$ cat config.mk
export PLATFORM = sky130hd
export DESIGN_NAME = console_line_editor_checksum
export DESIGN_NICKNAME = d
export VERILOG_FILES = /design/src/hw/rtl/cle_pkg.sv /design/src/hw/rtl/cle_front.sv /design/src/hw/rtl/cle_back.sv /design/src/hw/rtl/cle_rsp_fifo.sv /design/src/hw/rtl/console_line_editor_checksum.sv
export SDC_FILE = /design/constraint.sdc
export NUM_CORES = 1
export LEC_CHECK = 0
export BUFFER_PORTS_ARGS = -buffer_cell sky130_fd_sc_hd__buf_2
export CAP_MARGIN = 20
export CORE_MARGIN = 1
export CORE_UTILIZATION = 45
export CTS_BUF_LIST = sky130_fd_sc_hd__clkbuf_2 sky130_fd_sc_hd__clkbuf_4 sky130_fd_sc_hd__clkbuf_8
export CTS_CLUSTER_DIAMETER = 40
export DETAILED_ROUTE_END_ITERATION = 10
export PLACE_DENSITY_LB_ADDON = 0.08
export SLEW_MARGIN = 20
export SYNTH_ARGS = -nofsm -noshare
export SYNTH_HDL_FRONTEND = slang
export SYNTH_SLANG_ARGS = --single-unit
$ cat constraint.sdc
create_clock -name clock -period 4.8 [get_ports clock]
set_input_delay 0 -clock clock [delete_from_list [all_inputs] [get_ports clock]]
set_output_delay 0 -clock clock [all_outputs]
set_load 0.005 [all_outputs]
$ cat src/hw/rtl/cle_pkg.sv
// ----------------------------------------------------------------------------
// cle_pkg
// Shared types and constants of the console line editor: line store size,
// command and result records, result kinds and ASCII codes.
// ----------------------------------------------------------------------------
package cle_pkg;

   // Line store geometry
   localparam int LINE_CAPACITY = 32;
   localparam int LEN_W         = $clog2(LINE_CAPACITY + 1);
   localparam int ADDR_W        = $clog2(LINE_CAPACITY);

   // Command queue between front and back
   localparam int CMDQ_DEPTH = 2;
   localparam int CMDQ_PTR_W = $clog2(CMDQ_DEPTH);
   localparam int CMDQ_CNT_W = $clog2(CMDQ_DEPTH + 1);

   // Result queue at the output
   localparam int RSPQ_DEPTH = 2;
   localparam int RSPQ_PTR_W = $clog2(RSPQ_DEPTH);
   localparam int RSPQ_CNT_W = $clog2(RSPQ_DEPTH + 1);

   // Command codes
   localparam logic [1:0] OP_PRINT = 2'd0;
   localparam logic [1:0] OP_ERASE = 2'd1;
   localparam logic [1:0] OP_CLEAR = 2'd2;
   localparam logic [1:0] OP_ENDL  = 2'd3;

   // Result kinds
   localparam logic [1:0] KIND_TERM = 2'd0;
   localparam logic [1:0] KIND_LINE = 2'd1;
   localparam logic [1:0] KIND_END  = 2'd2;

   // ASCII codes
   localparam logic [7:0] CHAR_ETX   = 8'd3;
   localparam logic [7:0] CHAR_ACK   = 8'd6;
   localparam logic [7:0] CHAR_BS    = 8'd8;
   localparam logic [7:0] CHAR_LF    = 8'd10;
   localparam logic [7:0] CHAR_CR    = 8'd13;
   localparam logic [7:0] CHAR_NAK   = 8'd21;
   localparam logic [7:0] CHAR_SPACE = 8'd32;
   localparam logic [7:0] CHAR_TILDE = 8'd126;
   localparam logic [7:0] CHAR_DEL   = 8'd127;

   typedef struct packed {
      logic [1:0] op;
      logic [7:0] ch;
   } cmd_type;

   typedef struct packed {
      logic [1:0] kind;
      logic [7:0] data;
      logic       last;
   } rsp_type;

endpackage

$ cat src/hw/rtl/cle_front.sv
// ----------------------------------------------------------------------------
// cle_front
// Accepts received bytes, sorts them into editor commands and holds them in
// a short command queue for the back end. Bytes without meaning are dropped.
// ----------------------------------------------------------------------------
module cle_front (
   input  logic              clock,
   input  logic              reset,
   input  logic              req_push,
   output logic              req_full,
   input  logic [7:0]        req_rx_byte,
   output logic              cmd_vld,
   output cle_pkg::cmd_type  cmd,
   input  logic              cmd_pop
);

   localparam int CMDQ_CNT_W = cle_pkg::CMDQ_CNT_W;

   cle_pkg::cmd_type                    q_ff [cle_pkg::CMDQ_DEPTH];
   logic [cle_pkg::CMDQ_PTR_W-1:0]      wr_ptr_ff, wr_ptr_in;
   logic [cle_pkg::CMDQ_PTR_W-1:0]      rd_ptr_ff, rd_ptr_in;
   logic [cle_pkg::CMDQ_CNT_W-1:0]      count_ff, count_in;
   logic                                keep;
   logic [1:0]                          op;
   logic                                wr;
   logic                                rd;

   // Classify the byte
   always_comb begin
      keep = 1'b1;
      op   = cle_pkg::OP_PRINT;
      case (req_rx_byte) inside
         cle_pkg::CHAR_CR, cle_pkg::CHAR_LF: op = cle_pkg::OP_ENDL;
         cle_pkg::CHAR_ETX:                  op = cle_pkg::OP_CLEAR;
         cle_pkg::CHAR_BS, cle_pkg::CHAR_DEL: op = cle_pkg::OP_ERASE;
         [cle_pkg::CHAR_SPACE:cle_pkg::CHAR_TILDE]: op = cle_pkg::OP_PRINT;
         default:                            keep = 1'b0;
      endcase
   end

   assign req_full = (count_ff == cle_pkg::CMDQ_CNT_W'(cle_pkg::CMDQ_DEPTH));
   assign cmd_vld  = (count_ff != '0);
   assign cmd      = q_ff[rd_ptr_ff];
   assign wr       = req_push && !req_full && keep;
   assign rd       = cmd_pop && cmd_vld;

   // Advance pointers and count
   always_comb begin
      wr_ptr_in = wr ? wr_ptr_ff + 1'b1 : wr_ptr_ff;
      rd_ptr_in = rd ? rd_ptr_ff + 1'b1 : rd_ptr_ff;
      count_in  = count_ff + CMDQ_CNT_W'(wr) - CMDQ_CNT_W'(rd);
   end

   always_ff @(posedge clock) begin
      if (reset) begin
         wr_ptr_ff <= '0;
         rd_ptr_ff <= '0;
         count_ff  <= '0;
      end else begin
         wr_ptr_ff <= wr_ptr_in;
         rd_ptr_ff <= rd_ptr_in;
         count_ff  <= count_in;
      end
   end

   // Store the command
   always_ff @(posedge clock) begin
      if (wr) begin
         q_ff[wr_ptr_ff] <= '{op: op, ch: req_rx_byte};
      end
   end

endmodule

$ cat src/hw/rtl/cle_back.sv
// ----------------------------------------------------------------------------
// cle_back
// Carries out editor commands: keeps the line store and length, checks the
// line checksum by a walk over the store, and sends terminal text, line
// bytes and the end marker one per step into the result queue.
// ----------------------------------------------------------------------------
module cle_back (
   input  logic              clock,
   input  logic              reset,
   input  logic              echo_en,
   input  logic              cksum_en,
   input  logic              cmd_vld,
   input  cle_pkg::cmd_type  cmd,
   output logic              cmd_pop,
   input  logic              rsp_room,
   output logic              rsp_push,
   output cle_pkg::rsp_type  rsp_item
);

   localparam int LEN_W  = cle_pkg::LEN_W;
   localparam int ADDR_W = cle_pkg::ADDR_W;

   // Sequencer states
   localparam logic [2:0] S_IDLE    = 3'd0;
   localparam logic [2:0] S_SUM_RD  = 3'd1;
   localparam logic [2:0] S_SUM_ACC = 3'd2;
   localparam logic [2:0] S_MSG     = 3'd3;
   localparam logic [2:0] S_LINE_RD = 3'd4;
   localparam logic [2:0] S_LINE_WR = 3'd5;
   localparam logic [2:0] S_END     = 3'd6;

   // Terminal messages
   localparam logic [2:0] MSG_ECHO  = 3'd0;
   localparam logic [2:0] MSG_ERASE = 3'd1;
   localparam logic [2:0] MSG_BANG  = 3'd2;
   localparam logic [2:0] MSG_CRLF  = 3'd3;
   localparam logic [2:0] MSG_ACK   = 3'd4;
   localparam logic [2:0] MSG_NAK   = 3'd5;

   function automatic logic [2:0] msg_last_pos(input logic [2:0] msg);
      logic [2:0] r;
      unique case (msg)
         MSG_ECHO:           r = 3'd0;
         MSG_ERASE, MSG_BANG: r = 3'd2;
         MSG_CRLF:           r = 3'd1;
         default:            r = 3'd5;
      endcase
      return r;
   endfunction

   function automatic logic [7:0] msg_char(input logic [2:0] msg, input logic [2:0] pos,
                                           input logic [7:0] ch);
      logic [7:0] r;
      unique case (msg)
         MSG_ECHO:  r = ch;
         MSG_ERASE: r = (pos == 3'd1) ? cle_pkg::CHAR_SPACE : cle_pkg::CHAR_BS;
         MSG_BANG: begin
            case (pos)
               3'd0:    r = "!";
               3'd1:    r = cle_pkg::CHAR_CR;
               default: r = cle_pkg::CHAR_LF;
            endcase
         end
         MSG_CRLF:  r = (pos == 3'd0) ? cle_pkg::CHAR_CR : cle_pkg::CHAR_LF;
         MSG_ACK: begin
            case (pos)
               3'd0:    r = cle_pkg::CHAR_ACK;
               3'd1:    r = "A";
               3'd2:    r = "C";
               3'd3:    r = "K";
               3'd4:    r = cle_pkg::CHAR_CR;
               default: r = cle_pkg::CHAR_LF;
            endcase
         end
         default: begin
            case (pos)
               3'd0:    r = cle_pkg::CHAR_NAK;
               3'd1:    r = "N";
               3'd2:    r = "A";
               3'd3:    r = "K";
               3'd4:    r = cle_pkg::CHAR_CR;
               default: r = cle_pkg::CHAR_LF;
            endcase
         end
      endcase
      return r;
   endfunction

   // Hex digit decode: {valid, value}
   function automatic logic [4:0] hex_decode(input logic [7:0] c);
      logic [4:0] r;
      if (c >= "0" && c <= "9") begin
         r = {1'b1, 4'(c - "0")};
      end else if (c >= "A" && c <= "F") begin
         r = {1'b1, 4'(c - "A" + 8'd10)};
      end else if (c >= "a" && c <= "f") begin
         r = {1'b1, 4'(c - "a" + 8'd10)};
      end else begin
         r = 5'd0;
      end
      return r;
   endfunction

   logic [7:0]        store_mem [cle_pkg::LINE_CAPACITY];
   logic [7:0]        rd_data_ff;
   logic              mem_we;
   logic [ADDR_W-1:0] mem_wa;

   logic [2:0]        state_ff, state_in;
   logic [LEN_W-1:0]  len_ff, len_in;
   logic [ADDR_W-1:0] idx_ff, idx_in;
   logic [2:0]        msg_ff, msg_in;
   logic [2:0]        pos_ff, pos_in;
   logic [7:0]        ch_ff, ch_in;
   logic              line_ff, line_in;
   logic [7:0]        sum_ff, sum_in;
   logic              bad_ff, bad_in;

   logic [LEN_W-1:0]  len_m1;
   logic              idx_at_end;
   logic [4:0]        hex;

   assign len_m1     = len_ff - 1'b1;
   assign idx_at_end = (LEN_W'(idx_ff) == len_m1);
   assign hex        = hex_decode(rd_data_ff);

   // Sequence one command
   always_comb begin
      state_in = state_ff;
      len_in   = len_ff;
      idx_in   = idx_ff;
      msg_in   = msg_ff;
      pos_in   = pos_ff;
      ch_in    = ch_ff;
      line_in  = line_ff;
      sum_in   = sum_ff;
      bad_in   = bad_ff;
      cmd_pop  = 1'b0;
      rsp_push = 1'b0;
      rsp_item = '{kind: cle_pkg::KIND_TERM, data: 8'd0, last: 1'b0};
      mem_we   = 1'b0;
      mem_wa   = len_ff[ADDR_W-1:0];

      unique case (state_ff)
         S_IDLE: begin
            if (cmd_vld) begin
               cmd_pop = 1'b1;
               ch_in   = cmd.ch;
               pos_in  = 3'd0;
               line_in = 1'b0;
               idx_in  = '0;
               sum_in  = 8'd0;
               bad_in  = 1'b0;
               unique case (cmd.op)
                  cle_pkg::OP_PRINT: begin
                     if (len_ff < LEN_W'(cle_pkg::LINE_CAPACITY)) begin
                        mem_we = 1'b1;
                        len_in = len_ff + 1'b1;
                        msg_in = MSG_ECHO;
                        if (echo_en) state_in = S_MSG;
                     end
                  end
                  cle_pkg::OP_ERASE: begin
                     if (len_ff != '0) begin
                        len_in = len_m1;
                        msg_in = MSG_ERASE;
                        if (echo_en) state_in = S_MSG;
                     end
                  end
                  cle_pkg::OP_CLEAR: begin
                     len_in = '0;
                     msg_in = MSG_BANG;
                     if (echo_en) state_in = S_MSG;
                  end
                  default: begin
                     if (!cksum_en) begin
                        line_in = 1'b1;
                        msg_in  = MSG_CRLF;
                        if (echo_en)           state_in = S_MSG;
                        else if (len_ff == '0) state_in = S_END;
                        else                   state_in = S_LINE_RD;
                     end else if (len_ff < LEN_W'(2)) begin
                        msg_in   = MSG_NAK;
                        len_in   = '0;
                        state_in = S_MSG;
                     end else begin
                        state_in = S_SUM_RD;
                     end
                  end
               endcase
            end
         end

         S_SUM_RD: state_in = S_SUM_ACC;

         // Add one stored byte; the first two are hex digits
         S_SUM_ACC: begin
            if (idx_ff == '0) begin
               sum_in = sum_ff + {hex[3:0], 4'd0};
               bad_in = bad_ff | !hex[4];
            end else if (idx_ff == ADDR_W'(1)) begin
               sum_in = sum_ff + {4'd0, hex[3:0]};
               bad_in = bad_ff | !hex[4];
            end else begin
               sum_in = sum_ff + rd_data_ff;
            end
            if (idx_at_end) begin
               state_in = S_MSG;
               if (!bad_in && sum_in == 8'd0) begin
                  msg_in  = MSG_ACK;
                  line_in = 1'b1;
               end else begin
                  msg_in  = MSG_NAK;
                  line_in = 1'b0;
                  len_in  = '0;
               end
            end else begin
               idx_in   = idx_ff + 1'b1;
               state_in = S_SUM_RD;
            end
         end

         S_MSG: begin
            if (rsp_room) begin
               rsp_push = 1'b1;
               rsp_item = '{kind: cle_pkg::KIND_TERM,
                            data: msg_char(msg_ff, pos_ff, ch_ff),
                            last: (pos_ff == msg_last_pos(msg_ff)) && !line_ff};
               pos_in   = pos_ff + 1'b1;
               if (pos_ff == msg_last_pos(msg_ff)) begin
                  idx_in = '0;
                  if (!line_ff)          state_in = S_IDLE;
                  else if (len_ff == '0) state_in = S_END;
                  else                   state_in = S_LINE_RD;
               end
            end
         end

         S_LINE_RD: state_in = S_LINE_WR;

         S_LINE_WR: begin
            if (rsp_room) begin
               rsp_push = 1'b1;
               rsp_item = '{kind: cle_pkg::KIND_LINE, data: rd_data_ff, last: 1'b0};
               if (idx_at_end) begin
                  state_in = S_END;
               end else begin
                  idx_in   = idx_ff + 1'b1;
                  state_in = S_LINE_RD;
               end
            end
         end

         S_END: begin
            if (rsp_room) begin
               rsp_push = 1'b1;
               rsp_item = '{kind: cle_pkg::KIND_END, data: 8'd0, last: 1'b1};
               len_in   = '0;
               state_in = S_IDLE;
            end
         end

         default: state_in = S_IDLE;
      endcase
   end

   always_ff @(posedge clock) begin
      if (reset) begin
         state_ff <= S_IDLE;
         len_ff   <= '0;
      end else begin
         state_ff <= state_in;
         len_ff   <= len_in;
      end
   end

   // Hold working payload
   always_ff @(posedge clock) begin
      idx_ff  <= idx_in;
      msg_ff  <= msg_in;
      pos_ff  <= pos_in;
      ch_ff   <= ch_in;
      line_ff <= line_in;
      sum_ff  <= sum_in;
      bad_ff  <= bad_in;
   end

   // Line store: one write, one registered read
   always_ff @(posedge clock) begin
      if (mem_we) begin
         store_mem[mem_wa] <= cmd.ch;
      end
      rd_data_ff <= store_mem[idx_ff];
   end

endmodule

$ cat src/hw/rtl/cle_rsp_fifo.sv
// ----------------------------------------------------------------------------
// cle_rsp_fifo
// Two-entry result queue; parts the back end from the result receiver so
// that a stalled receiver only holds the sequencer.
// ----------------------------------------------------------------------------
module cle_rsp_fifo (
   input  logic              clock,
   input  logic              reset,
   input  logic              push,
   input  cle_pkg::rsp_type  push_item,
   output logic              room,
   output logic              empty,
   input  logic              pop,
   output cle_pkg::rsp_type  head
);

   localparam int CNT_W = cle_pkg::RSPQ_CNT_W;

   cle_pkg::rsp_type                 q_ff [cle_pkg::RSPQ_DEPTH];
   logic [cle_pkg::RSPQ_PTR_W-1:0]   wr_ptr_ff;
   logic [cle_pkg::RSPQ_PTR_W-1:0]   rd_ptr_ff;
   logic [CNT_W-1:0]                 count_ff, count_in;
   logic                             wr;
   logic                             rd;

   assign room  = (count_ff != CNT_W'(cle_pkg::RSPQ_DEPTH));
   assign empty = (count_ff == '0);
   assign head  = q_ff[rd_ptr_ff];
   assign wr    = push && room;
   assign rd    = pop && !empty;
   assign count_in = count_ff + CNT_W'(wr) - CNT_W'(rd);

   // Advance pointers
   always_ff @(posedge clock) begin
      if (reset) begin
         wr_ptr_ff <= '0;
         rd_ptr_ff <= '0;
         count_ff  <= '0;
      end else begin
         if (wr) wr_ptr_ff <= wr_ptr_ff + 1'b1;
         if (rd) rd_ptr_ff <= rd_ptr_ff + 1'b1;
         count_ff <= count_in;
      end
   end

   // Store the item
   always_ff @(posedge clock) begin
      if (wr) begin
         q_ff[wr_ptr_ff] <= push_item;
      end
   end

endmodule

$ cat src/hw/rtl/console_line_editor_checksum.sv
// ----------------------------------------------------------------------------
// console_line_editor_checksum
// Serial console line editor with optional two-digit hex line checksum.
//
// Input queue: drive req_rx_byte with req_push; a byte is taken when
// req_full is low. Printable bytes grow the line, backspace/DEL and Ctrl-C
// edit it, CR/LF ends it. Other bytes are dropped at the input.
// Result queue: while rsp_empty is low, rsp_kind/rsp_data/rsp_last show the
// oldest result; rsp_pop takes it. rsp_last marks the final result of the
// byte that caused it.
// Config: csr_index 0 is echo enable (reset 1), 1 is checksum enable
// (reset 0); csr_ready is always high. Write only while the block is idle.
// Flow: a command queue of two holds bytes while the sequencer works.
// The sequencer takes an editing byte in its idle state, then sends each
// echoed terminal byte in its message state. A line end runs the checksum
// walk first when enabled, then sends the reply bytes, then each line byte
// through a read state and a send state, set by the single read port of the store.
// A stalled receiver fills the two-entry result queue, then holds the
// sequencer, then fills the command queue and raises req_full.
// Reset empties both queues and the line, and restores the config values.
// ----------------------------------------------------------------------------
module console_line_editor_checksum (
   input  logic       clock,
   input  logic       reset,
   input  logic       req_push,
   output logic       req_full,
   input  logic [7:0] req_rx_byte,
   output logic       rsp_empty,
   input  logic       rsp_pop,
   output logic [1:0] rsp_kind,
   output logic [7:0] rsp_data,
   output logic       rsp_last,
   input  logic       csr_valid,
   output logic       csr_ready,
   input  logic       csr_index,
   input  logic       csr_data
);

   localparam logic CSR_ECHO = 1'b0;

   logic              echo_enable_ff;
   logic              checksum_enable_ff;
   logic              cmd_vld;
   cle_pkg::cmd_type  cmd;
   logic              cmd_pop;
   logic              rsp_room;
   logic              rsp_push;
   cle_pkg::rsp_type  rsp_item;
   cle_pkg::rsp_type  rsp_head;

   assign csr_ready = 1'b1;

   // Write config registers
   always_ff @(posedge clock) begin
      if (reset) begin
         echo_enable_ff     <= 1'b1;
         checksum_enable_ff <= 1'b0;
      end else if (csr_valid) begin
         if (csr_index == CSR_ECHO) echo_enable_ff     <= csr_data;
         else                       checksum_enable_ff <= csr_data;
      end
   end

   cle_front u_front (
      .clock       (clock),
      .reset       (reset),
      .req_push    (req_push),
      .req_full    (req_full),
      .req_rx_byte (req_rx_byte),
      .cmd_vld     (cmd_vld),
      .cmd         (cmd),
      .cmd_pop     (cmd_pop)
   );

   cle_back u_back (
      .clock    (clock),
      .reset    (reset),
      .echo_en  (echo_enable_ff),
      .cksum_en (checksum_enable_ff),
      .cmd_vld  (cmd_vld),
      .cmd      (cmd),
      .cmd_pop  (cmd_pop),
      .rsp_room (rsp_room),
      .rsp_push (rsp_push),
      .rsp_item (rsp_item)
   );

   cle_rsp_fifo u_rsp_fifo (
      .clock     (clock),
      .reset     (reset),
      .push      (rsp_push),
      .push_item (rsp_item),
      .room      (rsp_room),
      .empty     (rsp_empty),
      .pop       (rsp_pop),
      .head      (rsp_head)
   );

   assign rsp_kind = rsp_head.kind;
   assign rsp_data = rsp_head.data;
   assign rsp_last = rsp_head.last;

endmodule
==> results of run 1 <==
cell families after synthesis:
kind of cell,after synthesis,share of synthesized area (%)
compound gates,145,6.22
xor+xnor,26,1.44
fa+ha+maj,38,3.10
buf+inv,79,2.02
flops,356,65.7
mux,118,14.0
other cells,1,0.0237
simple gates,246,7.43
stage by stage:
stage / total power, mW / util (%) / area [um2] / worst slack [ns]
2_1_floorplan: 6.97 / - / 15800 / 0.570
3_3_place_gp: 8.07 / 47.7 / 16500 / 0.526
3_5_place_dp: 8.10 / 47.7 / 16500 / 0.337
4_1_cts: 11.2 / 52.3 / 18100 / 0.308
5_1_grt: 11.8 / 52.3 / 18100 / 0.0877
6_report: 11.1 / 52.3 / 18100 / 0.406
critical path, cell delays in order, from the launching register on:
cell       delay, ns
dfxtp_1         0.45
inv_1           0.12
ha_1            0.21
nor3b_1         0.24
nor4_2          0.08
and2_1          0.18
a22o_1          0.23
nand2_1         0.07
o21ai_0         0.15
fa_1            0.48
a211oi_1        0.38
o21ba_2         0.21
o31ai_1         0.08
a311oi_1        0.33
o2111ai_1       0.23
a211oi_4        0.41
nor2_2          0.17
a41o_1          0.26
cell usage after synthesis, drive strengths merged, types with 3 or more instances:
library cell  instances
edfxtp              327
dfxtp                29
ha                   36
a211oi               16
xor2                 12
xnor2                14
buf                  14
mux2                 31
o21a                  3
nor4                  4
mux2i                 7
and2                  7
nor2                 96
clkbuf               36
nand4                 3
o21bai                3
nand3                18
nor2b                17
or2                   4
nand2                54
a22o                  4
or3                   5
a31oi                 7
o22ai                 4
a21oi                40
mux4                 80
nand3b                4
a311oi                4
o21ai                33
nand2b                4
inv                  29
a21boi                3
o31ai                 4
nor3                 16
final timing paths:
kind,from,endpoint,slack (ns),cells past startpoint
worst max-delay path,u_back.rd_data_ff[1],u_back.len_ff[5],0.41,17
worst min-delay path,req_rx_byte[7],u_front.q_ff[1][7],0.19,2
worst max register to register,u_back.rd_data_ff[1],u_back.len_ff[5],0.41,17
worst min register to register,u_front.rd_ptr_ff,u_front.rd_ptr_ff,0.50,2
what timing repair did:
item	in CTS	in global routing
hold buffers	17	0
setup endpoints to repair	0	6
hold endpoints to repair	36	0
gates resized for setup	0	2
final cells by class:
class | instances | area, um2
flip-flops and latches | 356 | 10400
repair buffers | 66 | 470
clock buffers | 86 | 1070
well taps | 455 | 569
clock inverters | 31 | 324
inverters | 29 | 109
multi-input cells | 574 | 5120
fillers | 2925 | 16500
metal layers:
| layer | up-vias | track usage, % | routed length [um] |
|---|---|---|---|
| li1 | 4119 | - | - |
| met1 | 4513 | 28.4 | 15800 |
| met3 | 51 | 4.82 | 2230 |
| met4 | 0 | 7.26 | 727 |
| met2 | 267 | 32.4 | 16800 |
| met5 | - | 0 | 0 |
state kept, by name, indices dropped and copies added (netlist names), 2 cells and up, named ones only:
signal / count
u_front.q_ff: 20
u_back.store_mem: 256
u_back.msg_ff: 3
u_back.rd_data_ff: 8
u_rsp_fifo.count_ff: 2
u_back.state_ff: 3
u_back.pos_ff: 3
u_back.ch_ff: 8
u_back.idx_ff: 5
u_front.count_ff: 2
u_back.sum_ff: 8
u_back.len_ff: 6
u_rsp_fifo.q_ff: 22
power groups by stage:
stage	registers [mW]	logic (mW)	clock network, mW
after CTS	4.22	3.84	3.15
after detailed placement	4.28	3.81	0
after floorplan	4.08	2.89	0
after global routing	4.27	4.20	3.29
final	4.22	3.81	3.06
after global placement	4.28	3.79	0
==> flow_metrics.tcl, run 1 <==
set metrics [dict create \
    seqPwrFrac_pct 38.1 \
    max_slew_margin_pct 30.2 \
    cts.sinks 356 \
    layout_commonest_cell "edfxtp_1" \
    drtAntennaViolNets 0 \
    ctsLongestPathBuffers 3 \
    insertion_delay_ns 0.60 \
    hold_slack_ns 0.185 \
    cts-htree-levels 3 \
    synthTopCellsByArea "edfxtp_1, mux4_2, dfxtp_1" \
    yosys.area.top_type "edfxtp_1" \
    cap_violations 0 \
    setup_viol 0 \
    dr_total_vias 8950 \
    tightest_slew_ns 1.05 \
    endpoint_kind "flop" \
    arrival_ns 4.88 \
    leakagePower_nw 5.99 \
    synth_cell_types 70 \
    final_cells 1597 \
    cts_buffers 67 \
    p_clk_share_pct 27.6 \
    io-pin-count 29 \
    grt_first_pass_wirelength_um 54600 \
    fp.dieW_um 190 \
    routedWlPerCell_um 22.3 \
    hp-class "input port to flop" \
    rows 68 \
    rsz0062_at_grt "no" \
    drive_gt1_share_pct 25.3 \
    dr.pass1.iters 5 \
    synth.avg_cell_area_um2 15.7 \
    place_hpwl_um 21900 \
    power_density_nw_per_um2 614 \
    synthesis.nets 1062 \
    synth_cells 1009 \
    cts_setup_buffers 0 \
    hold_viol 0 \
    clk_pin_slew_worst_paths_ns 0.06 \
    required_ns 5.28 \
    core_area_um2 34500 \
    globalplace.congestion 0.853 \
    grt_max_degree 68 \
    crit_path_max_fanout 7 \
    synth_edf_count 327 \
    min_period_over_period_pct 91.5 \
    placed_cells_incl_taps 1463 \
    diodes 0 \
    critPathLaunchType "flop" \
    skew_ns 0.0334 \
    root_buffer "clkbuf_8" \
    dieHeight_um 190 \
    report.final.slew_viol_count 0 \
    grt.overflow.total 0 \
    power.switching_mw 3.78 \
    max-vdd-ir-drop_v 0.000313 \
    final_cell_mix "edfxtp_1, nor2_1, mux4_2" \
    cts_tree "built" \
    port_buffers 27 \
    gr-usage-all-layers_pct 20.7 \
    grt_pass1_vias 9123 \
    first_iter_violations 711 \
    dieArea_um2 35900 \
    final.min_clock_period_ns 4.39 \
    critPathKind "flop to flop" \
    finalWirelength_um 35600 \
    swShare_pct 34.0 \
    syn-cell-area_um2 15800 \
    ys_async_sr_fraction_pct 0 \
    nNetsFinal 1147 \
    area_delta_synth_final_pct 14.2 \
    post-route-drc-count 0 \
    synth-warning-count 0 \
    initial_utilization_pct 45.8 \
    yosysSeqAreaShare_pct 65.7 \
    comb_power_share_pct 34.4 \
    ys_ff_latch 356 \
    fmax_ghz 0.228 \
    fin_tns_setup_ns 0 \
    viasPerCell 5.60 \
    synth_top_area_share_pct 62.1 \
    synth_flop_cell "edfxtp_1" \
    status "finished clean" \
    antenna_found_initial 2 \
    p_int_mw 7.32 \
]
(Power assumes the default switching activity.)
==> inputs of run 2 (changes only) <==
==> constraint.sdc (replaced) <==
create_clock -name clock -period 4.8 [get_ports clock]
set_input_delay 0.48 -clock clock [delete_from_list [all_inputs] [get_ports clock]]
set_output_delay 0.48 -clock clock [all_outputs]
set_load 0.005 [all_outputs]
==> run 2 against run 1 <==
Effect of this change:
- final cell count fell by 1.1%
- clock-buffer cell count stayed put
- critical path type unchanged
- register-to-register slack improved by 0.02 ns
- maximum frequency rose by 0.47%
- sequential power is essentially flat
- global-route usage down 0.082 points
- non-clock buffer count fell by 17
- die area did not move
==> flow_metrics.tcl, run 2 (synthesis gave the netlist of run 1 again) <==
set metrics [dict create \
    core_area_um2 34500 \
    cp-startpoint "u_back.rd_data_ff[1]" \
    hold_viol 0 \
    fmax_ghz 0.229 \
    grt.overflow.total 0 \
    layout_commonest_cell "edfxtp_1" \
    min_period_over_period_pct 91.1 \
    ctsResizeCount 0 \
    drtAntennaViolNets 0 \
    max_slew_margin_pct 29.6 \
    arrival_ns 4.86 \
    port_buffers 27 \
    critical_path_buf_inv_count 1 \
    cts-htree-levels 3 \
    grt_pass1_vias 9066 \
    diodes 0 \
    cap_violations 0 \
    cp_slowest_stage_delay_ns 0.48 \
    final_cell_mix "edfxtp_1, nor2_1, mux4_2" \
    grt_first_pass_wirelength_um 54300 \
    leakagePower_nw 5.92 \
    dr.pass1.iters 4 \
    seq_area_um2 10400 \
    drive_gt1_share_pct 25.7 \
    dieArea_um2 35900 \
    regMostFlops "u_back.store_mem" \
    cts_setup_buffers 0 \
    required_ns 5.28 \
    crit_path_max_fanout 7 \
    multi_input_area_um2 5120 \
    insertion_delay_ns 0.60 \
    initial_utilization_pct 45.8 \
    crit_family "compound AO/OA/AOI/OAI gates" \
    antenna_found_initial 2 \
    final.min_clock_period_ns 4.37 \
    r2r_cells 17 \
    viasPerCell 5.62 \
    cp_num_cells 17 \
    fp.dieW_um 190 \
    dieHeight_um 190 \
    first_iter_violations 623 \
    gr-usage-all-layers_pct 20.6 \
    reg2reg_from "u_back.rd_data_ff[1]" \
    endpoint_kind "flop" \
    status "finished clean" \
    globalplace.congestion 0.853 \
    post-route-drc-count 0 \
    critPathKind "flop to flop" \
    cts_hold_buffers 0 \
    report.final.slew_viol_count 0 \
    place_area_um2 16500 \
    rsz0062_at_grt "no" \
    rrSetupSlack_ns 0.43 \
    root_buffer "clkbuf_8" \
    dr_total_vias 8878 \
    routedWlPerCell_um 22.5 \
    tightest_slew_ns 1.06 \
    crit_chain "inv_1, ha_1, nor3b_1, nor4_2, and2_1, a22o_1, nand2_1, o21ai_0, fa_1, a211oi_1, o21ba_2, o31ai_1, a311oi_1, o2111ai_1, a211oi_4, nor2_2, a41o_1" \
    setup_viol 0 \
    final_area_um2 17900 \
    top_regs "u_back.store_mem (256), u_rsp_fifo.q_ff (22), u_front.q_ff (20)" \
    finalWirelength_um 35500 \
    area_delta_synth_final_pct 13.1 \
    grt_max_degree 68 \
    place_hpwl_um 21900 \
    io-pin-count 29 \
    nNetsFinal 1130 \
    cp-endpoint "u_back.len_ff[5]" \
    ctsLongestPathBuffers 3 \
    critPathLaunchType "flop" \
    max-vdd-ir-drop_v 0.000317 \
    largest_reg_flops 256 \
    skew_ns 0.0321 \
    r2r-end "u_back.len_ff[5]" \
    cts_buffers 67 \
    cpMaxStageDelayCell "fa_1" \
    fin_tns_setup_ns 0 \
    clk_pin_slew_worst_paths_ns 0.06 \
    rows 68 \
    power_density_nw_per_um2 619 \
    hp-class "input port to flop" \
    cts.sinks 356 \
    fillers 2943 \
    cts_tree "built" \
]
-- run 2: changes by cell type in the layout (fill, tap and decap cells not counted), sizes merged --
cell	before	now
dlygate4sd3	17	0
-- run 2: final cells by class --
class                   count  area share (%)
flip-flops and latches    356            58.1
multi-input cells         574            28.6
clock buffers              86            5.98
well taps                 455            3.18
clock inverters            31            1.81
repair buffers             49            1.68
inverters                  29           0.608
-- run 2: metal layers --
layer	share of wire [%]	track usage, %	up-vias	wire length (um)
li1	-	-	4081	-
met3	6.6	4.87	48	2350
met2	47	32.1	260	16800
met5	0	0	-	0
met4	2.0	7.26	0	709
met1	44	28.4	4489	15700
-- run 2: how the worst min path moves through the flow --
| stage | to | cells after the start | from |
|---|---|---|---|
| after floorplan | flop | 2 | u_front.rd_ptr_ff |
| after global placement | u_front.rd_ptr_ff | 2 | u_front.rd_ptr_ff |
| after detailed placement | u_front.rd_ptr_ff | 2 | u_front.rd_ptr_ff |
| after CTS | u_front.q_ff[0][4] | 1 | req_rx_byte[4] |
| after global routing | u_front.q_ff[0][4] | 1 | req_rx_byte[4] |
| final | u_front.q_ff[1][4] | 1 | req_rx_byte[4] |
-- run 2: per-stage QoR --
stage | hold WS (ns) | cells | setup slack [ns] | total power [mW] | util [%]
2_1_floorplan | 0.472 | 1009 | 0.570 | 6.97 | -
3_3_place_gp | 0.484 | 1463 | 0.526 | 8.07 | 47.7
3_5_place_dp | 0.493 | 1463 | 0.337 | 8.10 | 47.7
4_1_cts | 0.0828 | 1580 | 0.308 | 11.2 | 51.8
5_1_grt | 0.100 | 1580 | 0.0877 | 11.7 | 51.8
6_report | 0.120 | 1580 | 0.427 | 11.1 | 51.8
-- run 2: power by group --
| group | total [mW] | switching, mW | internal (mW) |
|---|---|---|---|
| Clock | 3.06 | 1.27 | 1.79 |
| Combinational | 3.80 | 2.17 | 1.63 |
| Sequential | 4.22 | 0.336 | 3.89 |
| Total | 11.1 | 3.77 | 7.31 |
==> inputs of run 3 (changes only) <==
Settings changed: CAP_MARGIN 20 to 10, CORE_UTILIZATION 45 to 35, RECOVER_POWER from default to 25.
==> run 3 against run 2 <==
Effect of this change:
- routed wire length rose by 6.5%
- clock power about the same
- sequential cell count unchanged
- die area rose by 28%
- clock skew is 0.0015 ns lower
- final cell count up 11%
- cell area grew 1.9%
- sequential share of layout area shrank 1.1 points
- hold slack lost 0.032 ns
- critical path depth unchanged
- largest cell class unchanged
- highest routed layer unchanged
==> flow_metrics.tcl, run 3 (synthesis gave the netlist of run 1 again) <==
set metrics [dict create \
    routedWlPerCell_um 21.6 \
    skew_ns 0.0306 \
    hold_viol 0 \
    ctsLongestPathBuffers 3 \
    post-route-drc-count 0 \
    regMostFlops "u_back.store_mem" \
    r2r_cells 17 \
    max_slew_margin_pct 9.19 \
    io-pin-count 29 \
    dieArea_um2 46100 \
    grt_first_pass_wirelength_um 57600 \
    first_iter_violations 750 \
    dr.pass1.iters 5 \
    fp.dieW_um 215 \
    core_area_um2 44400 \
    nNetsFinal 1155 \
    grtUsageMet3_pct 3.62 \
    cts.sinks 356 \
    largest_reg_flops 256 \
    fin_tns_setup_ns 0 \
    port_buffers 27 \
    setup_viol 0 \
    holdPathEnd "echo_enable_ff" \
    final_area_um2 18200 \
    dieHeight_um 215 \
    finalPower_mw 11.2 \
    r2r-end "u_back.len_ff[5]" \
    antenna_found_initial 4 \
    grt.overflow.total 0 \
    finalWirelength_um 37800 \
    arrival_ns 4.86 \
    grt.met1_usage_pct 23.2 \
    required_ns 5.32 \
    rrSetupSlack_ns 0.46 \
    cpMaxStageDelayCell "dfxtp_1" \
    fillers 4078 \
    critPathKind "flop to flop" \
    final.min_clock_period_ns 4.34 \
    crit_chain "inv_1, ha_1, nor3b_1, nor4_1, nand2_1, o21ai_0, nand2_1, o21ai_0, ha_1, fa_1, nor4_1, o21ai_0, a21oi_1, o2111ai_1, a211oi_4, nor2_2, a41o_1" \
    area_delta_synth_final_pct 15.3 \
    fmax_ghz 0.230 \
    hp-class "input port to flop" \
    leakagePower_nw 6.02 \
    multi_input_area_um2 5120 \
    final_cell_mix "edfxtp_1, nor2_1, mux4_2" \
    hold_depth 3 \
    layout_commonest_cell "edfxtp_1" \
    place_hpwl_um 23600 \
    dr_total_vias 8910 \
    placed_cells_incl_taps 1620 \
    cts_tree "built" \
    globalplace.congestion 0.825 \
    max-vdd-ir-drop_v 0.000264 \
    crit_top_cell "o21ai_0" \
    power_density_nw_per_um2 611 \
    rsz0062_at_grt "no" \
    top_regs "u_back.store_mem (256), u_rsp_fifo.q_ff (22), u_front.q_ff (20)" \
    grt_max_degree 49 \
    insertion_delay_ns 0.64 \
    endpoint_kind "flop" \
    gr-usage-all-layers_pct 16.9 \
    viasPerCell 5.09 \
    cts-htree-levels 3 \
    drive_gt1_share_pct 25.6 \
    cap_violations 0 \
    clk_pin_slew_worst_paths_ns 0.05 \
    report.final.slew_viol_count 0 \
    cp_slowest_stage_delay_ns 0.48 \
    crit_family "compound AO/OA/AOI/OAI gates" \
    busiest_layer "met2" \
    cts_hold_buffers 0 \
    crit_path_max_fanout 8 \
    rows 77 \
    cts_buffers 72 \
    seq_area_um2 10400 \
    min_period_over_period_pct 90.4 \
    hp-start "csr_data" \
    status "finished clean" \
    critical_path_buf_inv_count 1 \
    drtAntennaViolNets 0 \
    root_buffer "clkbuf_8" \
    cts_setup_buffers 0 \
    final_cells 1751 \
    use_met2_pct 26.6 \
    grt_pass1_vias 9312 \
    reg2reg_from "u_back.rd_data_ff[0]" \
    critPathLaunchType "flop" \
    tightest_slew_ns 1.36 \
    initial_utilization_pct 35.6 \
    place_area_um2 16800 \
]
==> run 3: changes by cell type in the layout (fill, tap and decap cells not counted), moves of 2 or more <==
cell / delta
clkinv_1: +10
buf_4: +20
clkinv_2: +4
clkbuf_1: +9
buf_2: -9
clkbuf_4: -7
clkinvlp_4: +2
mux2_2: -6
bufinv_16: -2
mux2_1: +6
clkbuf_8: +4
==> run 3: worst max path at each step <==
stage                     cells after the start                to  slack, ns            startpoint
final                                        17  u_back.len_ff[5]       0.46  u_back.rd_data_ff[0]
after global routing                         17  u_back.len_ff[1]       0.06  u_back.rd_data_ff[0]
after CTS                                    17  u_back.len_ff[1]       0.29  u_back.rd_data_ff[0]
after detailed placement                     17  u_back.len_ff[5]       0.30  u_back.rd_data_ff[0]
after global placement                       17  u_back.len_ff[5]       0.47  u_back.rd_data_ff[0]
after floorplan                              16  u_back.len_ff[5]       0.57      u_back.idx_ff[1]
==> run 3: tightest hold or removal path, stage by stage <==
cell and delay, ns:
buf_2 0.09, mux2i_1 0.06, nand2_1 0.05
==> run 3: metrics by stage <==
| step | hold WS, ns | worst slack, ns | utilization, % |
|---|---|---|---|
| after floorplan | 0.472 | 0.570 | - |
| after global placement | 0.484 | 0.467 | 37.8 |
| after detailed placement | 0.499 | 0.299 | 37.8 |
| after CTS | 0.00256 | 0.294 | 41.1 |
| after global routing | 0.0496 | 0.0593 | 41.1 |
| final | 0.0878 | 0.459 | 41.1 |
==> run 3: timing repair <==
item                                   in CTS  in global routing
endpoints found under the hold margin       0                  0
gates resized for setup                     0                  2
setup endpoints to repair                   0                  6
==> run 3: routing by layer <==
metal	share of wire, %	wire length [um]
met1	47	17800
met3	3.5	1340
met2	47	17700
met4	2.4	906
met5	0	0
==> run 3: cell type report <==
cell class / instances / share of cell area, %
multi-input cells: 574 / 28.1
repair buffers: 69 / 2.41
flip-flops and latches: 356 / 57.0
diodes: 1 / 0.0137
clock inverters: 47 / 1.95
clock buffers: 83 / 5.88
well taps: 592 / 4.06
inverters: 29 / 0.597
==> run 3: report_power, final <==
part           internal, mW  leakage [nW]  switching (mW)
clock                  1.72         0.712            1.36
sequential             3.89          3.21           0.353
combinational          1.63          2.10            2.20
